$ cat src/rtl/cvr_pkg.sv
// Package for the multi-channel 1D convolution unit: command codes,
// configuration register indexes and the controller-to-datapath command struct.
// No dependencies.
package cvr_pkg;

  // Input commands.
  localparam logic [2:0] CMD_LOAD_WEIGHT = 3'd0;
  localparam logic [2:0] CMD_LOAD_BIAS   = 3'd1;
  localparam logic [2:0] CMD_SAMPLE      = 3'd2;
  localparam logic [2:0] CMD_PAD         = 3'd3;
  localparam logic [2:0] CMD_START_LINE  = 3'd4;

  // Configuration register indexes.
  localparam logic [1:0] REG_IN_CHANNELS  = 2'd0;
  localparam logic [1:0] REG_OUT_CHANNELS = 2'd1;
  localparam logic [1:0] REG_RESULT_SHIFT = 2'd2;

  // Field widths of the command struct, sized for the widest parameter range.
  localparam int ROW_BITS = 4;
  localparam int CH_BITS  = 6;
  localparam int FLT_BITS = 6;

  // Accumulator width; wide enough that the sum never wraps before clamping.
  localparam int ACC_BITS = 48;

  typedef struct packed {
    logic                wr_weight;  // store a weight from the input fields
    logic                wr_bias;    // store a bias from the input fields
    logic                wr_sample;  // store a sample into the window
    logic [ROW_BITS-1:0] wr_row;     // window row that takes the sample
    logic                push;       // clear the row that becomes the newest
    logic [ROW_BITS-1:0] push_row;
    logic                clear_all;  // start of line: clear the whole window
    logic                rd;         // issue one multiply-accumulate read
    logic                rd_first;   // first product of a filter, load the bias
    logic                rd_last;    // last product of a filter
    logic [ROW_BITS-1:0] rd_row;     // physical window row
    logic [ROW_BITS-1:0] rd_tap;     // kernel tap
    logic [CH_BITS-1:0]  rd_ch;
    logic [FLT_BITS-1:0] filt;       // filter being computed
    logic                filt_last;  // filter is the last of the position
    logic [4:0]          shift;      // result shift
  } cmd_t;

endpackage

$ cat src/rtl/cvr_controller.sv
// Controller of the convolution unit: configuration registers, input command
// decoding, position and fill counting, and the multiply-accumulate sequencer.
// Depends on cvr_pkg.
module cvr_controller import cvr_pkg::*; #(
  parameter int TAPS     = 5,
  parameter int CIN_MAX  = 32,
  parameter int COUT_MAX = 32
) (
  input  logic       clk_i,
  input  logic       rst_ni,
  input  logic       cfg_we_i,
  input  logic [1:0] cfg_index_i,
  input  logic [5:0] cfg_data_i,
  input  logic       in_valid_i,
  output logic       in_ready_o,
  input  logic [2:0] cmd_i,
  input  logic [3:0] tap_index_i,
  input  logic [4:0] channel_index_i,
  input  logic [4:0] filter_index_i,
  input  logic       loaded_i,
  output cmd_t       cmd_o
);

  localparam int RW  = (TAPS > 1) ? $clog2(TAPS) : 1;
  localparam int CW  = (CIN_MAX > 1) ? $clog2(CIN_MAX) : 1;
  localparam int FW  = (COUT_MAX > 1) ? $clog2(COUT_MAX) : 1;
  localparam int CNW = $clog2(CIN_MAX + 1);
  localparam int FNW = $clog2(COUT_MAX + 1);
  localparam int EMIT_FILL = TAPS - (TAPS - 1) / 2;

  localparam logic [1:0] S_IDLE = 2'd0;
  localparam logic [1:0] S_RUN  = 2'd1;
  localparam logic [1:0] S_WAIT = 2'd2;

  logic [1:0]     state_q, state_d;
  logic [5:0]     cin_cfg_q, cout_cfg_q;
  logic [4:0]     shift_q;
  logic [CNW-1:0] cin;
  logic [FNW-1:0] cout;
  logic [CNW-1:0] cnt_q, cnt_d, cnt_inc;
  logic [3:0]     fill_q, fill_d;
  logic [RW-1:0]  oldest_q, oldest_d, newest;
  logic [RW-1:0]  row_q, row_d, tap_q, tap_d;
  logic [CW-1:0]  ch_q, ch_d;
  logic [FW-1:0]  f_q, f_d;
  logic           accept, push, emit, tap_end, ch_end, f_end;

  always_ff @(posedge clk_i or negedge rst_ni) begin
    if (!rst_ni) begin
      cin_cfg_q  <= 6'd24;
      cout_cfg_q <= 6'd8;
      shift_q    <= 5'd12;
    end else if (cfg_we_i) begin
      unique case (cfg_index_i)
        REG_IN_CHANNELS:  cin_cfg_q  <= cfg_data_i;
        REG_OUT_CHANNELS: cout_cfg_q <= cfg_data_i;
        REG_RESULT_SHIFT: shift_q    <= cfg_data_i[4:0];
        default: ;
      endcase
    end
  end

  assign cin  = (cin_cfg_q == 6'd0) ? CNW'(1) :
                ((32'(cin_cfg_q) > CIN_MAX) ? CNW'(CIN_MAX) : CNW'(cin_cfg_q));
  assign cout = (cout_cfg_q == 6'd0) ? FNW'(1) :
                ((32'(cout_cfg_q) > COUT_MAX) ? FNW'(COUT_MAX) : FNW'(cout_cfg_q));

  assign in_ready_o = (state_q == S_IDLE);
  assign accept     = in_valid_i && in_ready_o;
  assign newest     = (oldest_q == '0) ? RW'(TAPS - 1) : oldest_q - RW'(1);
  assign cnt_inc    = cnt_q + CNW'(1);
  assign push       = accept && (cmd_i == CMD_SAMPLE || cmd_i == CMD_PAD) && cnt_q == '0;
  assign tap_end    = (tap_q == RW'(TAPS - 1));
  assign ch_end     = (CNW'(ch_q) == cin - CNW'(1));
  assign f_end      = (FNW'(f_q) == cout - FNW'(1));

  always_comb begin
    cnt_d    = cnt_q;
    fill_d   = fill_q;
    oldest_d = oldest_q;
    emit     = 1'b0;
    if (push) begin
      oldest_d = (oldest_q == RW'(TAPS - 1)) ? '0 : oldest_q + RW'(1);
      if (fill_q != 4'd15) fill_d = fill_q + 4'd1;
    end
    if (accept) begin
      case (cmd_i)
        CMD_SAMPLE: begin
          if (cnt_inc >= cin) begin
            cnt_d = '0;
            emit  = (32'(fill_d) >= EMIT_FILL);
          end else begin
            cnt_d = cnt_inc;
          end
        end
        CMD_PAD: begin
          cnt_d = '0;
          emit  = (32'(fill_d) >= EMIT_FILL);
        end
        CMD_START_LINE: begin
          cnt_d  = '0;
          fill_d = '0;
        end
        default: ;
      endcase
    end
  end

  // Sequencer: one product per cycle over taps and channels of one filter.
  always_comb begin
    state_d = state_q;
    row_d   = row_q;
    tap_d   = tap_q;
    ch_d    = ch_q;
    f_d     = f_q;
    unique case (state_q)
      S_IDLE: begin
        if (emit) begin
          state_d = S_RUN;
          row_d   = oldest_d;
          tap_d   = '0;
          ch_d    = '0;
          f_d     = '0;
        end
      end
      S_RUN: begin
        if (ch_end) begin
          ch_d = '0;
          if (tap_end) begin
            state_d = S_WAIT;
          end else begin
            tap_d = tap_q + RW'(1);
            row_d = (row_q == RW'(TAPS - 1)) ? '0 : row_q + RW'(1);
          end
        end else begin
          ch_d = ch_q + CW'(1);
        end
      end
      S_WAIT: begin
        if (loaded_i) begin
          if (f_end) begin
            state_d = S_IDLE;
          end else begin
            state_d = S_RUN;
            f_d     = f_q + FW'(1);
            row_d   = oldest_q;
            tap_d   = '0;
            ch_d    = '0;
          end
        end
      end
      default: state_d = S_IDLE;
    endcase
  end

  always_ff @(posedge clk_i or negedge rst_ni) begin
    if (!rst_ni) begin
      state_q  <= S_IDLE;
      cnt_q    <= '0;
      fill_q   <= '0;
      oldest_q <= '0;
      row_q    <= '0;
      tap_q    <= '0;
      ch_q     <= '0;
      f_q      <= '0;
    end else begin
      state_q  <= state_d;
      cnt_q    <= cnt_d;
      fill_q   <= fill_d;
      oldest_q <= oldest_d;
      row_q    <= row_d;
      tap_q    <= tap_d;
      ch_q     <= ch_d;
      f_q      <= f_d;
    end
  end

  always_comb begin
    cmd_o           = '0;
    cmd_o.wr_weight = accept && cmd_i == CMD_LOAD_WEIGHT && 32'(tap_index_i) < TAPS &&
                      32'(channel_index_i) < CIN_MAX && 32'(filter_index_i) < COUT_MAX;
    cmd_o.wr_bias   = accept && cmd_i == CMD_LOAD_BIAS && 32'(filter_index_i) < COUT_MAX;
    cmd_o.wr_sample = accept && cmd_i == CMD_SAMPLE && CNW'(channel_index_i) < cin &&
                      32'(channel_index_i) < CIN_MAX;
    cmd_o.wr_row    = ROW_BITS'(push ? oldest_q : newest);
    cmd_o.push      = push;
    cmd_o.push_row  = ROW_BITS'(oldest_q);
    cmd_o.clear_all = accept && cmd_i == CMD_START_LINE;
    cmd_o.rd        = (state_q == S_RUN);
    cmd_o.rd_first  = (state_q == S_RUN) && tap_q == '0 && ch_q == '0;
    cmd_o.rd_last   = (state_q == S_RUN) && tap_end && ch_end;
    cmd_o.rd_row    = ROW_BITS'(row_q);
    cmd_o.rd_tap    = ROW_BITS'(tap_q);
    cmd_o.rd_ch     = CH_BITS'(ch_q);
    cmd_o.filt      = FLT_BITS'(f_q);
    cmd_o.filt_last = f_end;
    cmd_o.shift     = shift_q;
  end

endmodule

$ cat config.mk
export PLATFORM = sky130hd
export DESIGN_NAME = cvr_controller
export DESIGN_NICKNAME = d
export VERILOG_FILES = /design/src/rtl/cvr_pkg.sv /design/src/rtl/cvr_controller.sv
export SDC_FILE = /design/constraint.sdc
export NUM_CORES = 1
export LEC_CHECK = 0
export ABC_AREA = 0
export BUFFER_PORTS_ARGS = -buffer_cell sky130_fd_sc_hd__buf_2
export CELL_PAD_IN_SITES_DETAIL_PLACEMENT = 0
export CELL_PAD_IN_SITES_GLOBAL_PLACEMENT = 1
export CORE_MARGIN = 10
export CORE_UTILIZATION = 46
export DETAILED_ROUTE_END_ITERATION = 8
export PLACE_DENSITY_LB_ADDON = 0.1
export SETUP_SLACK_MARGIN = 0.4
export SYNTH_ARGS = -nofsm -noshare
export SYNTH_HDL_FRONTEND = slang
export SYNTH_SLANG_ARGS = --single-unit
$ cat constraint.sdc
create_clock -name clk_i -period 5.92 [get_ports clk_i]
set_input_delay 0.592 -clock clk_i [delete_from_list [all_inputs] [get_ports clk_i]]
set_output_delay 0.592 -clock clk_i [all_outputs]
set_load 0.02 [all_outputs]
Word level (Yosys, flattened, before mapping)
Cells that the tools add are included.
- bits in registers: 48
- input bits: 30
- output and inout port bits: 43
- logic and storage cells: 126
- add/subtract/negate cells: 10
- magnitude comparators: 6
- equal/unequal tests: 20
- multiplexer cells: 44
- reductions and logical operators: 35
- operator list (operator ; number):
    2-to-1 mux 3 bit ; 15
    2-to-1 mux 5 bit ; 6
    2-to-1 mux 6 bit ; 5
    logical NOT 6 bit ; 3
    one-hot mux 3 bit (3 select lines) ; 2
    2-to-1 mux 4 bit ; 4
    one-hot mux 5 bit (3 select lines) ; 1
    logical AND 1 bit ; 13
    equality test 3 bit, second input constant ; 4
    equality test 5 x 6 -> 1 bit ; 2
    greater-than comparator 6 bit, second input constant ; 2
    one-hot mux 6 bit (2 select lines) ; 1
    AND reduction 4 bit ; 3
    subtractor 6 x 1 -> 6 bit, second input constant ; 2
    adder 5 x 1 -> 5 bit, second input constant ; 2
    one-hot mux 5 bit (2 select lines) ; 1
    adder 3 x 1 -> 3 bit, second input constant ; 3
    logical NOT 3 bit ; 3
    2-to-1 mux 2 bit ; 4
    AND reduction 2 bit ; 4
    adder 6 x 1 -> 6 bit, second input constant ; 1
    equality test 3 x 2 -> 1 bit, second input constant ; 2
    >= comparator 6 bit ; 1
    < comparator 5 x 6 -> 1 bit ; 1
    other kinds (20) ; 30

Longest topological paths before layout
- word-level depth: 11
- depth in mapped cells: 12
- gate-level depth less buffers: 11

Least setup slack after synthesis
No wires, ideal clock.
- kind: flip-flop to output port
- start point: register cin_cfg_q[2]
- end point: output port cmd_o[26] in the netlist's numbering
- arrival time: 2.413 ns
- required time: 5.328 ns
- path slack: 2.915 ns
- cell stages (with the launch flop): 10
- buffers on the path: 0
- path through: dfrtp_1 -> nor4_1 -> o21ai_0 -> ha_1 -> xor2_1 -> o311a_1 -> o311ai_2 -> nor4_4 -> nand3_1 -> nor2_1
- RTL lines (what ; line ; text):
    start: declaration ; cvr_controller.sv:36 ; logic [5:0] cin_cfg_q, cout_cfg_q;
    start signal: assignment ; cvr_controller.sv:55 ; REG_IN_CHANNELS: cin_cfg_q <= cfg_data_i;
    end: declaration ; cvr_controller.sv:21 ; output cmd_t cmd_o

==> tab_implementation.tex <==
\begin{tabular}{lr}
\hline
Metric & Value \\
\hline
\multicolumn{2}{l}{\textbf{Power}} \\
\quad Sequential fraction of design power & 34.0\% \\
\quad Part of the power in the clock network & 13.4\% \\
\quad Switching power & 0.000698 W \\
\quad Leakage power figure & 1.88 nW \\
\quad Total power per unit cell area & 385 nW/um2 \\
\quad VDD IR max & 0.000160 V \\
\quad Internal power component & 0.000822 W \\
\quad Sw Share & 45.9\% \\
\quad Combinational share of power & 52.6\% \\
\multicolumn{2}{l}{\textbf{Worst setup path}} \\
\quad Endpoint required time on the critical path & 5.33 ns \\
\quad Start-to-end type of the worst setup path & reg2out \\
\quad Reg2reg setup slack & 2.37 ns \\
\quad Reg2reg end & row\_q[2] \\
\quad Data arrival at the endpoint of the critical path & 3.11 ns \\
\quad CP max FO & 7 \\
\quad Element type at the critical path end & output pin \\
\quad Nature of the critical path startpoint & flop \\
\quad Depth of the worst register-to-register path & 11 \\
\quad Startpoint of the worst register-to-register path & cin\_cfg\_q[4] \\
\multicolumn{2}{l}{\textbf{Layout}} \\
\quad \# diodes & 0 \\
\quad Area of the multi-input gates & 2110 um2 \\
\quad Leading cell type in the layout, fill and taps excluded & sky130\_fd\_sc\_hd\_\_buf\_2 \\
\quad Top library cells by usage in the layout, fill and taps aside & sky130\_fd\_sc\_hd\_\_buf\_2, sky130\_fd\_sc\_hd\_\_dfrtp\_1, sky130\_fd\_sc\_hd\_\_ha\_1 \\
\quad Flip-flop and latch area & 1210 um2 \\
\quad Area grow syn2layout & 12.6\% \\
\quad Share of cells above drive strength 1 & 27.3\% \\
\quad NumNets Final & 481 \\
\quad Number of filler instances in the final layout & 705 \\
\multicolumn{2}{l}{\textbf{Route}} \\
\quad DRT Wirelength & 8.04 mm \\
\quad Iteration-0 DRC Markers & 99 \\
\quad Number of remaining DRC errors & 0 \\
\quad Overall via count from detail\_route & 2856 \\
\quad Antenna-violating nets left & 0 \\
\quad Number of vias per cell & 5.49 \\
\quad DR WL/cell & 15.5 um \\
\quad Number of detailed-routing iterations run before antenna repair & 4 \\
\multicolumn{2}{l}{\textbf{Synth}} \\
\quad Avg Synthesized Cell Area & 9.65 um2 \\
\quad Synthesized instance count & 363 \\
\quad Area share of and/or/nand/nor cells after synthesis & 19.9\% \\
\quad Portion of the post-synthesis area used by sequential elements & 34.5\% \\
\quad Share of synthesized area spent on multiplexers & 8.22\% \\
\quad Synthesized-area fraction occupied by xor and xnor cells & 3.00\% \\
\quad Dominant combinational cell family by area after synthesis & simple AND/OR/NAND/NOR gates \\
\quad Number of synthesis warnings & 0 \\
\quad EDFF count, synth & 0 \\
\quad Predominant post-synthesis flop cell & sky130\_fd\_sc\_hd\_\_dfrtp\_1 \\
\quad Adder-cell share of the synthesized area & 11.1\% \\
\quad Async S/R FF share, synth & 100\% \\
\quad Distinct cells, synth & 70 \\
\quad Area of the mapped netlist & 3500 um2 \\
\quad Number of synthesized register bits & 48 \\
\quad Compound-cell area share of the yosys netlist & 17.5\% \\
\multicolumn{2}{l}{\textbf{STA}} \\
\quad Crit path time final & 3.71 ns \\
\quad Setup\_tns & 0 ns \\
\quad Final-report hold violation count & 0 \\
\quad Upper clock frequency limit & 270 MHz \\
\quad Share of the clock period used by the worst path & 62.6\% \\
\quad Tightest hold margin & 0.384 ns \\
\quad Worst Tran Pin Value & 0.970 ns \\
\quad Setup repair after global routing missed its margin & no \\
\quad Max Transition Viols Final & 0 \\
\quad Total setup violations reported at the end of the flow & 0 \\
\quad Worst setup slack after layout & 2.21 ns \\
\quad Worst-case clock skew & 0.00596 ns \\
\quad Worst slew margin relative to its limit & 35.2\% \\
\multicolumn{2}{l}{\textbf{Clocking}} \\
\quad Root Buffer Master & sky130\_fd\_sc\_hd\_\_clkbuf\_8 \\
\quad Clock insertion delay at the later pin of the skew report & 0.31 ns \\
\quad Setup repair bufs after CTS & 0 \\
\quad CTS clk-pin slew, worst paths & 0.09 ns \\
\quad Maximum level of the CTS H-tree & 2 \\
\quad CTS tree & done \\
\quad Hold-fix buffer count after cts & 0 \\
\quad Clock sinks & 48 \\
\quad Count of cells resized by post-cts repair & 0 \\
\quad Clock buffers created by TritonCTS & 5 \\
\quad Max clock buf depth & 2 \\
\multicolumn{2}{l}{\textbf{Global routing}} \\
\quad Number of antenna violations at the first check in global routing & 0 \\
\quad Number of global-route vias before repair & 2817 \\
\quad GRT Residual Overflow & 0 \\
\quad Largest net degree at the start of global routing & 49 \\
\quad Global-route wire length before repair & 13.6 mm \\
\quad GRT Overall Usage & 14.2\% \\
\multicolumn{2}{l}{\textbf{Floorplan}} \\
\quad Number of top-level design ports & 73 \\
\quad Core Box Area & 7330 um2 \\
\quad Die W & 107 um \\
\quad Die Footprint & 11500 um2 \\
\quad Starting density of the core & 47.8\% \\
\quad Row count & 31 \\
\quad Die Y-Extent & 107 um \\
\multicolumn{2}{l}{\textbf{Min path}} \\
\quad Type of the most critical hold path & in2async \\
\multicolumn{2}{l}{\textbf{Place}} \\
\quad Count of buffers inserted at the top-level ports & 61 \\
\quad Post-detailed-placement half-perimeter wirelength & 6.23 mm \\
\quad Worst setup timing slack at the placement stage & 2.34 ns \\
\quad RD Place Congestion & 0.818 \\
\multicolumn{2}{l}{\textbf{Job}} \\
\quad Total of max-cap violations & 0 \\
\multicolumn{2}{l}{\textbf{Outcome}} \\
\quad Outcome & completed \\
\hline
\end{tabular}
[sequential cells by signal, indices dropped and copies added, names as in the netlist]
name        flops
cout_cfg_q      6
ch_q            5
oldest_q        3
fill_q          4
f_q             5
cnt_q           6
state_q         2
tap_q           3
cin_cfg_q       6
row_q           3
shift_q         5
[cells in the mapped netlist, types with 4 or more instances]
master / instances / area (um2)
sky130_fd_sc_hd__clkbuf_1: 4 / 15.0
sky130_fd_sc_hd__ha_1: 31 / 388
sky130_fd_sc_hd__nand3b_1: 4 / 30.0
sky130_fd_sc_hd__a32o_1: 4 / 40.0
sky130_fd_sc_hd__nand3_1: 13 / 65.1
sky130_fd_sc_hd__dfstp_2: 5 / 131
sky130_fd_sc_hd__dfrtp_1: 43 / 1080
sky130_fd_sc_hd__a21oi_1: 15 / 75.1
sky130_fd_sc_hd__o21ai_0: 14 / 70.1
sky130_fd_sc_hd__mux2_2: 17 / 191
sky130_fd_sc_hd__o21ai_1: 7 / 35.0
sky130_fd_sc_hd__or4_1: 5 / 37.5
sky130_fd_sc_hd__nand2_1: 27 / 101
sky130_fd_sc_hd__xnor2_1: 9 / 78.8
sky130_fd_sc_hd__nand2b_1: 8 / 50.1
sky130_fd_sc_hd__nor2_1: 20 / 75.1
sky130_fd_sc_hd__nor2b_1: 9 / 56.3
sky130_fd_sc_hd__or3_1: 4 / 25.0
sky130_fd_sc_hd__a221o_1: 4 / 40.0
sky130_fd_sc_hd__inv_1: 21 / 78.8
sky130_fd_sc_hd__nor3_1: 11 / 55.1
sky130_fd_sc_hd__buf_4: 11 / 82.6
sky130_fd_sc_hd__mux2i_1: 4 / 40.0
[worst max-delay path: stages (launching register included)]
cell	delay (ns)
sky130_fd_sc_hd__dfrtp_1	0.45
sky130_fd_sc_hd__nor4_1	0.43
sky130_fd_sc_hd__o21ai_0	0.25
sky130_fd_sc_hd__ha_1	0.35
sky130_fd_sc_hd__xor2_1	0.14
sky130_fd_sc_hd__o311a_1	0.20
sky130_fd_sc_hd__o311ai_2	0.15
sky130_fd_sc_hd__nor4_4	0.28
sky130_fd_sc_hd__nand3_1	0.19
sky130_fd_sc_hd__nor2_1	0.17
sky130_fd_sc_hd__buf_2	0.19
[routing by layer]
layer | GRT usage, % | wire length, um | vias to the layer above
met2 | 24.1 | 3870 | 48
met4 | 3.38 | 69 | 0
li1 | - | - | 1429
met1 | 17.2 | 3660 | 1374
met5 | 0 | 0 | -
met3 | 4.37 | 433 | 5
[power groups by stage]
stage / Clock [W] / Sequential, W / Combinational [W]
4_1_cts: 0.000216 / 0.000518 / 0.000812
3_3_place_gp: 0 / 0.000519 / 0.000793
3_5_place_dp: 0 / 0.000524 / 0.000809
2_1_floorplan: 0 / 0.000543 / 0.000580
5_1_grt: 0.000228 / 0.000538 / 0.000901
6_report: 0.000204 / 0.000517 / 0.000799
[metrics by stage]
step	utilization [%]	cell area [um2]	power (W)	cells
after CTS	53.8	3940	0.00155	520
after global routing	53.8	3940	0.00167	520
after floorplan	-	3520	0.00112	368
after global placement	52.5	3850	0.00131	512
after detailed placement	52.5	3850	0.00133	512
final	53.8	3940	0.00152	520
[kinds of logic after synthesis]
kind of cell	count (synthesis)
other	1
AND/OR/NAND/NOR	124
XOR/XNOR	12
flip-flops	48
AO/OA/AOI/OAI	81
adder cells (fa/ha/maj)	31
multiplexers	25
buffers and inverters	41
[area by class of cell]
type	count	share of cell area, %
Clock buffer	5	1.74
Clock inverter	3	0.603
Inverter	24	2.35
Multi-Input combinational cell	279	53.6
Sequential cell	48	30.6
Tap cell	99	3.14
Timing Repair Buffer	62	7.93
[how the worst max path moves through the flow]
stage | startpoint | endpoint | slack, ns | cells past startpoint
after global routing | cin_cfg_q[2] | cmd_o[26] | 1.92 | 10
after floorplan | cin_cfg_q[2] | cmd_o[26] | 2.92 | 9
after CTS | cin_cfg_q[2] | cmd_o[26] | 2.19 | 10
after detailed placement | cin_cfg_q[4] | row_q[2] | 2.34 | 11
after global placement | cin_cfg_q[4] | row_q[2] | 2.39 | 11
final | cin_cfg_q[2] | cmd_o[26] | 2.21 | 10
Note: power is estimated with default switching activity, not from simulation.
